File: config.mk
export PLATFORM = sky130hd
export DESIGN_NAME = speck64_128_block_cipher_core
export DESIGN_NICKNAME = d
export VERILOG_FILES = /design/src/hdl/spk_pkg.sv /design/src/hdl/spk_key_cell.sv /design/src/hdl/spk_round.sv /design/src/hdl/speck64_128_block_cipher_core.sv
export VERILOG_INCLUDE_DIRS = /design/src /design/src/hdl
export SDC_FILE = /design/constraint.sdc
export NUM_CORES = 2
export LEC_CHECK = 0
export BUFFER_PORTS_ARGS = -buffer_cell sky130_fd_sc_hd__buf_2
export CAP_MARGIN = 20
export CORE_ASPECT_RATIO = 2
export CORE_UTILIZATION = 60
export CTS_CLUSTER_SIZE = 40
export DETAILED_ROUTE_END_ITERATION = 12
export MAX_ROUTING_LAYER = met4
export PLACE_DENSITY = 0.73
export SYNTH_ARGS = -nofsm -noshare
export SYNTH_HDL_FRONTEND = slang
export SYNTH_SLANG_ARGS = --single-unit
File: constraint.sdc
create_clock -name clk -period 69 [get_ports clk]
set_input_delay 6.9 -clock clk [delete_from_list [all_inputs] [get_ports clk]]
set_output_delay 6.9 -clock clk [all_outputs]
set_load 0.05 [all_outputs]
File: src/hdl/speck64_128_block_cipher_core_assert.svh
// Concurrent checks sampled on clk, inactive while arst_n is low.
`ifndef SPECK64_128_BLOCK_CIPHER_CORE_ASSERT_SVH
`define SPECK64_128_BLOCK_CIPHER_CORE_ASSERT_SVH

// Condition holds in the same cycle.
`define SPK_ASSERT_SAME(lbl, ante, cons) \
	lbl: assert property (@(posedge clk) disable iff (!arst_n) (ante) |-> (cons)) \
		else $error("check failed");

// Condition holds in the next cycle.
`define SPK_ASSERT_NEXT(lbl, ante, cons) \
	lbl: assert property (@(posedge clk) disable iff (!arst_n) (ante) |=> (cons)) \
		else $error("check failed");

`endif

File: src/hdl/spk_pkg.sv
package spk_pkg;

	localparam int WORD_W        = 32;
	localparam int ROUNDS_DEF    = 27;
	localparam int KEY_WORDS_DEF = 4;
	localparam int KEY_REGS      = 4;
	localparam int KEY_IDX_W     = 2;
	localparam int CFG_IDX_W     = 8;
	localparam int ROT_A         = 8;
	localparam int ROT_B         = 3;

	typedef logic [WORD_W-1:0] word_t;
	typedef logic [1:0]        shift_t;

	localparam shift_t SH_HOLD = 2'd0;
	localparam shift_t SH_FWD  = 2'd1;
	localparam shift_t SH_BWD  = 2'd2;

endpackage

File: src/hdl/spk_key_cell.sv
module spk_key_cell (
	input  logic           clk,
	input  spk_pkg::shift_t shift,
	input  spk_pkg::word_t d_fwd,
	input  spk_pkg::word_t d_bwd,
	output spk_pkg::word_t q
);
	import spk_pkg::*;

	word_t key_q;

	always_ff @(posedge clk) begin
		case (shift)
			SH_FWD:  key_q <= d_fwd;
			SH_BWD:  key_q <= d_bwd;
			default: key_q <= key_q;
		endcase
	end

	assign q = key_q;

endmodule

File: src/hdl/spk_round.sv
module spk_round (
	input  logic           dec,
	input  spk_pkg::word_t x,
	input  spk_pkg::word_t y,
	input  spk_pkg::word_t k,
	output spk_pkg::word_t x_n,
	output spk_pkg::word_t y_n
);
	import spk_pkg::*;

	word_t ex, ey, dx, dy, dt;

	always_comb begin
		ex = ({x[ROT_A-1:0], x[WORD_W-1:ROT_A]} + y) ^ k;
		ey = {y[WORD_W-ROT_B-1:0], y[WORD_W-1:WORD_W-ROT_B]} ^ ex;
		dt = y ^ x;
		dy = {dt[ROT_B-1:0], dt[WORD_W-1:ROT_B]};
		dt = (x ^ k) - dy;
		dx = {dt[WORD_W-ROT_A-1:0], dt[WORD_W-1:WORD_W-ROT_A]};
		x_n = dec ? dx : ex;
		y_n = dec ? dy : ey;
	end

endmodule

File: src/hdl/speck64_128_block_cipher_core.sv
// Speck64/128 core, one round per cycle on a shared round unit; the last round stalls while
// an earlier result still waits on m_tready. The first word after reset or a key write is
// preceded by key expansion on the same round unit.
// A new word is accepted only when idle, after the last one has left the iterative round loop.
// Round keys circulate in a ring of 27 key cells, forward to encrypt, back to decrypt.
// Reset clears control state and key registers; round keys are rebuilt before use.
module speck64_128_block_cipher_core #(
	parameter int ROUNDS    = spk_pkg::ROUNDS_DEF,
	parameter int KEY_WORDS = spk_pkg::KEY_WORDS_DEF
) (
	input  logic                           clk,
	input  logic                           arst_n,
	input  logic                           cfg_valid,
	output logic                           cfg_ready,
	input  logic [spk_pkg::CFG_IDX_W-1:0]  cfg_index,
	input  spk_pkg::word_t                 cfg_data,
	input  logic                           s_tvalid,
	output logic                           s_tready,
	input  logic [2*spk_pkg::WORD_W-1:0]   s_tdata,  // word_x, word_y
	input  logic                           s_tuser,  // cmd
	output logic                           m_tvalid,
	input  logic                           m_tready,
	output logic [2*spk_pkg::WORD_W-1:0]   m_tdata   // out_x, out_y
);
	import spk_pkg::*;

	localparam int CNT_W = $clog2(ROUNDS);
	localparam int LQ_N  = KEY_WORDS - 1;

	localparam logic [1:0] ST_IDLE   = 2'd0;
	localparam logic [1:0] ST_EXPAND = 2'd1;
	localparam logic [1:0] ST_RUN    = 2'd2;

	logic [1:0]        state_q;
	logic [CNT_W-1:0]  cnt_q;
	logic              keys_ready_q;
	logic              cmd_q;
	logic              out_valid_q;
	word_t             x_q, y_q, k_q, out_x_q, out_y_q;
	word_t             key_q [KEY_REGS];
	word_t             lq_q [LQ_N];
	word_t             rk [ROUNDS];

	logic              cnt_last, advance, in_acc, cfg_acc, r_dec;
	word_t             r_x, r_y, r_k, r_xn, r_yn, tail_d, k_new;
	shift_t            shift;

	assign cfg_ready = 1'b1;
	assign cfg_acc   = cfg_valid && cfg_ready;
	assign s_tready  = (state_q == ST_IDLE);
	assign in_acc    = s_tvalid && s_tready;
	assign cnt_last  = (cnt_q == CNT_W'(ROUNDS - 1));
	assign advance   = !(cnt_last && out_valid_q && !m_tready);

	always_comb begin
		if (state_q == ST_EXPAND) begin
			r_dec = 1'b0;
			r_x   = lq_q[0];
			r_y   = k_q;
			r_k   = {{(WORD_W-CNT_W){1'b0}}, cnt_q - CNT_W'(1)};
		end else begin
			r_dec = cmd_q;
			r_x   = x_q;
			r_y   = y_q;
			r_k   = cmd_q ? rk[ROUNDS-1] : rk[0];
		end
	end

	spk_round u_round (
		.dec (r_dec),
		.x   (r_x),
		.y   (r_y),
		.k   (r_k),
		.x_n (r_xn),
		.y_n (r_yn)
	);

	assign k_new  = (cnt_q == '0) ? key_q[KEY_WORDS-1] : r_yn;
	assign tail_d = (state_q == ST_EXPAND) ? k_new : rk[0];

	always_comb begin
		unique case (state_q)
			ST_EXPAND: shift = SH_FWD;
			ST_RUN:    shift = advance ? (cmd_q ? SH_BWD : SH_FWD) : SH_HOLD;
			default:   shift = SH_HOLD;
		endcase
	end

	for (genvar g = 0; g < ROUNDS; g++) begin : g_cell
		word_t d_fwd, d_bwd;
		if (g == ROUNDS - 1) begin : g_tail
			assign d_fwd = tail_d;
		end else begin : g_mid_f
			assign d_fwd = rk[g+1];
		end
		if (g == 0) begin : g_head
			assign d_bwd = rk[ROUNDS-1];
		end else begin : g_mid_b
			assign d_bwd = rk[g-1];
		end
		spk_key_cell u_cell (
			.clk   (clk),
			.shift (shift),
			.d_fwd (d_fwd),
			.d_bwd (d_bwd),
			.q     (rk[g])
		);
	end

	always_ff @(posedge clk or negedge arst_n) begin
		if (!arst_n) begin
			state_q      <= ST_IDLE;
			cnt_q        <= '0;
			keys_ready_q <= 1'b0;
			out_valid_q  <= 1'b0;
			for (int i = 0; i < KEY_REGS; i++) begin
				key_q[i] <= '0;
			end
		end else begin
			if (m_tvalid && m_tready) begin
				out_valid_q <= 1'b0;
			end
			unique case (state_q)
				ST_IDLE: begin
					cnt_q <= '0;
					if (in_acc) begin
						state_q <= keys_ready_q ? ST_RUN : ST_EXPAND;
					end
				end
				ST_EXPAND: begin
					if (cnt_last) begin
						cnt_q        <= '0;
						state_q      <= ST_RUN;
						keys_ready_q <= 1'b1;
					end else begin
						cnt_q <= cnt_q + CNT_W'(1);
					end
				end
				ST_RUN: begin
					if (advance) begin
						if (cnt_last) begin
							cnt_q       <= '0;
							state_q     <= ST_IDLE;
							out_valid_q <= 1'b1;
						end else begin
							cnt_q <= cnt_q + CNT_W'(1);
						end
					end
				end
				default: state_q <= ST_IDLE;
			endcase
			if (cfg_acc && (cfg_index < CFG_IDX_W'(KEY_REGS))) begin
				key_q[cfg_index[KEY_IDX_W-1:0]] <= cfg_data;
				keys_ready_q                    <= 1'b0;
			end
		end
	end

	always_ff @(posedge clk) begin
		if (in_acc) begin
			cmd_q <= s_tuser;
			x_q   <= s_tdata[WORD_W-1:0];
			y_q   <= s_tdata[2*WORD_W-1:WORD_W];
		end else if (state_q == ST_RUN && advance) begin
			x_q <= r_xn;
			y_q <= r_yn;
		end
		if (state_q == ST_EXPAND) begin
			k_q <= k_new;
			if (cnt_q == '0) begin
				for (int t = 0; t < LQ_N; t++) begin
					lq_q[t] <= key_q[KEY_WORDS-2-t];
				end
			end else begin
				for (int t = 0; t < LQ_N - 1; t++) begin
					lq_q[t] <= lq_q[t+1];
				end
				lq_q[LQ_N-1] <= r_xn;
			end
		end
		if (state_q == ST_RUN && advance && cnt_last) begin
			out_x_q <= r_xn;
			out_y_q <= r_yn;
		end
	end

	assign m_tvalid = out_valid_q;
	assign m_tdata  = {out_y_q, out_x_q};

`include "speck64_128_block_cipher_core_assert.svh"

	`SPK_ASSERT_NEXT(a_key_write_stale, cfg_acc && (cfg_index < CFG_IDX_W'(KEY_REGS)), !keys_ready_q)
	`SPK_ASSERT_NEXT(a_expand_to_run, state_q == ST_EXPAND && cnt_last, state_q == ST_RUN)
	`SPK_ASSERT_NEXT(a_accept_busy, in_acc, state_q == ST_EXPAND || state_q == ST_RUN)
	`SPK_ASSERT_NEXT(a_result_out, state_q == ST_RUN && cnt_last && !out_valid_q, out_valid_q)

endmodule
==> results.md <==
* Outcome: complete, no violations
* WP data arrival at 13.27 ns
* DRT Pass-1 Iters at 6
* Synthesis-to-finish area growth at 9.80%
* # Post-CTS Setup Buffers at 0
* Post-Syn Area at 58600 sq um
* Most common cell on crit path: buf_4
* Asr flop ratio synth at 0.109
* Flops & latches, synth at 1258
* Synth Area in Adders at 0.0154
* I/O pin total at 177
* CTS tree: done
* Worst Setup Path Type: in2reg
* Post-synthesis cell type count at 78
* Period utilization at 0.187
* Post-synthesis xor/xnor area fraction at 0.0278
* DP Wirelength at 91600 um
* Total grt overflow at 0
* Mapped Nets at 4229
* Fin. Hold Viols at 0
* Max Clock Freq at 77.4 MHz
* Hold buffers post-CTS at 0
* Final min period at 12.92 ns
* DIE AREA at 99000 sq um
* Post-synthesis mux area share at 0.205
* Sequential share of the synthesized area at 0.633
* I/O Buffers at 175
* Sink Count at 1258
* Reg clk slew, reported paths at 0.07 ns
* Initial antenna violation count at 2
* WL final at 131000 um
* Crit-path max cell delay at 0.91 ns
* Critical Path Start Type: input port
* RePlAce Congestion at 1.01
* Global-route wire length before repair at 199000 um
* Detail Route Antenna Nets at 0
* R2R depth at 13
* Yosys Warn Count at 0
* Clk buf depth at 3
* Worst-Margin Slew at 1.16 ns
* Max Slew Vio Count at 0
* Syn Area/Cell at 14.5 sq um
* TNS Setup at 0 ns
* Commonest cells after routing, fill and taps aside: 1121 x edfxtp_1, 975 x mux2_2, 402 x nand2_1
* Initial detailed-routing violation count at 2611
* Post-CTS resize count at 0
* Worst EP required at 69.35 ns
* Multi-input logic area at 20300 sq um
* Max Clock Skew at 0.0265 ns
* Core box area at 96500 sq um
* RSZ-0062 raised after global routing: no
* Reg area at 37100 sq um
* Detailed-route via count at 32923
* Commonest non-fill, non-tap cell in the layout: edfxtp_1
* HP Class: reg2reg
* MaxCap Viol Count at 0
* Synth Area in Compound Gates at 0.0486
* Largest net degree at the start of global routing at 143
* Root buf cell: clkbuf_16
* DRC viols at 0
* Core Rows at 161
* Synth Instances at 4048
* Vias/cell at 5.98
* Routed WL per cell at 23.7 um
* Via count of the first global-routing pass at 33763
* Filler instances at 6946
* Starting Density at 0.607
* Worst Setup End Kind: flip-flop
* Largest family of logic cells by synthesized area: multiplexers
* EDFF count, synth at 1121
* Max FO, Critical Path at 142
* Most used DFF post-synth: edfxtp_1
* Cts bufs inserted at 105
* Max H-tree Level at 3
* Fraction of the mapped netlist area in simple logic gates at 0.0491
* Die height at 444 um
* CP cell instances: buf_2, nand2b_1, o21ai_0, o21ai_0, nand2_1, ha_4, inv_8, buf_4, buf_4, buf_4, buf_4, buf_4
* Share of layout cells above drive strength 1 at 0.331
* Worst-Skew Late Latency at 0.73 ns
* Crit-path slowest cell: buf_4
* Hold Path Cell Cnt at 2
* Final Setup Violations at 0
* Overall global routing resource usage at 0.275
* Width of the die at 223 um
* Fin nets at 4369
* Slew headroom at 0.225
kinds of logic after synthesis:
group | Yosys count
other | 1
adders and majority gates | 71
xor gates and xnor gates | 177
muxes | 1076
and+or+nand+nor | 686
buffers and inverters | 325
AOI/OAI and AO/OA | 454
DFF | 1258
worst max-delay path, delay by kind of cell:
family / cells / cell delay, ns
AOI/OAI and AO/OA: 2 / 0.71
adders and majority gates: 1 / 0.22
buffers and inverters: 7 / 4.89
and+or+nand+nor: 2 / 0.28
cell usage after synthesis (6+ instances only):
cell type / number / area [sq um]
a21boi_0: 6 / 45.0
mux2i_1: 99 / 991
ha_1: 69 / 863
a22oi_1: 11 / 82.6
buf_2: 21 / 105
a21oi_1: 118 / 591
nand2_1: 405 / 1520
and2_1: 15 / 93.8
o21ai_1: 9 / 45.0
nand3_1: 20 / 100
nor3_1: 13 / 65.1
edfxtp_1: 1121 / 33700
buf_1: 12 / 45.0
clkbuf_1: 165 / 619
or2_2: 6 / 37.5
xnor2_1: 144 / 1260
o31ai_1: 11 / 82.6
o21bai_1: 8 / 60.1
a31oi_1: 18 / 113
nor2_1: 155 / 582
a211oi_1: 16 / 120
a22o_1: 8 / 70.1
o21ai_0: 144 / 721
dfrtp_1: 137 / 3430
and3_1: 12 / 75.1
o22ai_1: 13 / 81.3
nand4_1: 6 / 37.5
o21a_1: 11 / 82.6
xor2_1: 27 / 236
inv_1: 125 / 469
a21o_1: 36 / 270
nor2b_1: 18 / 113
nand2b_1: 10 / 62.6
mux2_2: 975 / 11000
final timing paths:
path                             start                 endpoint  slack (ns)
setup / recovery              m_tready  g_cell[18].u_cell.q[26]       56.08
hold / removal             lq_q[0][89]              lq_q[0][57]        0.50
setup reg to reg              cnt_q[0]  g_cell[18].u_cell.q[26]       61.24
hold reg to reg            lq_q[0][89]              lq_q[0][57]        0.50
max in group asynchronous       arst_n                key_q[91]       61.34
min in group asynchronous       arst_n                key_q[33]        6.20
state kept, by name, summed over array words and instances, names as in the netlist, 2 cells and up:
| signal | count |
|---|---|
| cnt_q | 5 |
| g_cell.u_cell.q | 864 |
| k_q | 32 |
| key_q | 128 |
| lq_q | 96 |
| out_x_q | 32 |
| out_y_q | 32 |
| state_q | 2 |
| x_q | 32 |
| y_q | 32 |
through the flow:
stage          instances   util  hold slack [ns]  area (sq um)  setup slack (ns)
3_3_place_gp        5298  0.629            0.481         60700             55.32
3_5_place_dp        5298  0.629            0.492         60700             55.18
5_1_grt             5504  0.667            0.514         64300             55.50
6_report            5507  0.667            0.502         64300             56.08
4_1_cts             5498  0.665            0.506         64200             55.97
2_1_floorplan       4048      -            0.454         58600             43.38
routing by layer:
layer,vias up,global-route usage,routed length [um]
li1,15296,-,-
met1,16544,0.331,52200
met4,0,0.155,8080
met2,805,0.454,65600
met3,278,0.0283,4750
met5,-,-,0
final cells by class:
type                    instances  area share
multi-input cells            2465       0.316
well taps                    1222      0.0238
repair buffers                232      0.0220
flip-flops and latches       1258       0.576
diodes                          4    0.000156
clock buffers                 127      0.0431
clock inverters                73      0.0109
inverters                     126     0.00747
Power is left out: the tool's default activity adds up to more than one toggle a clock period on the data nets, which glitch-free logic cannot reach.
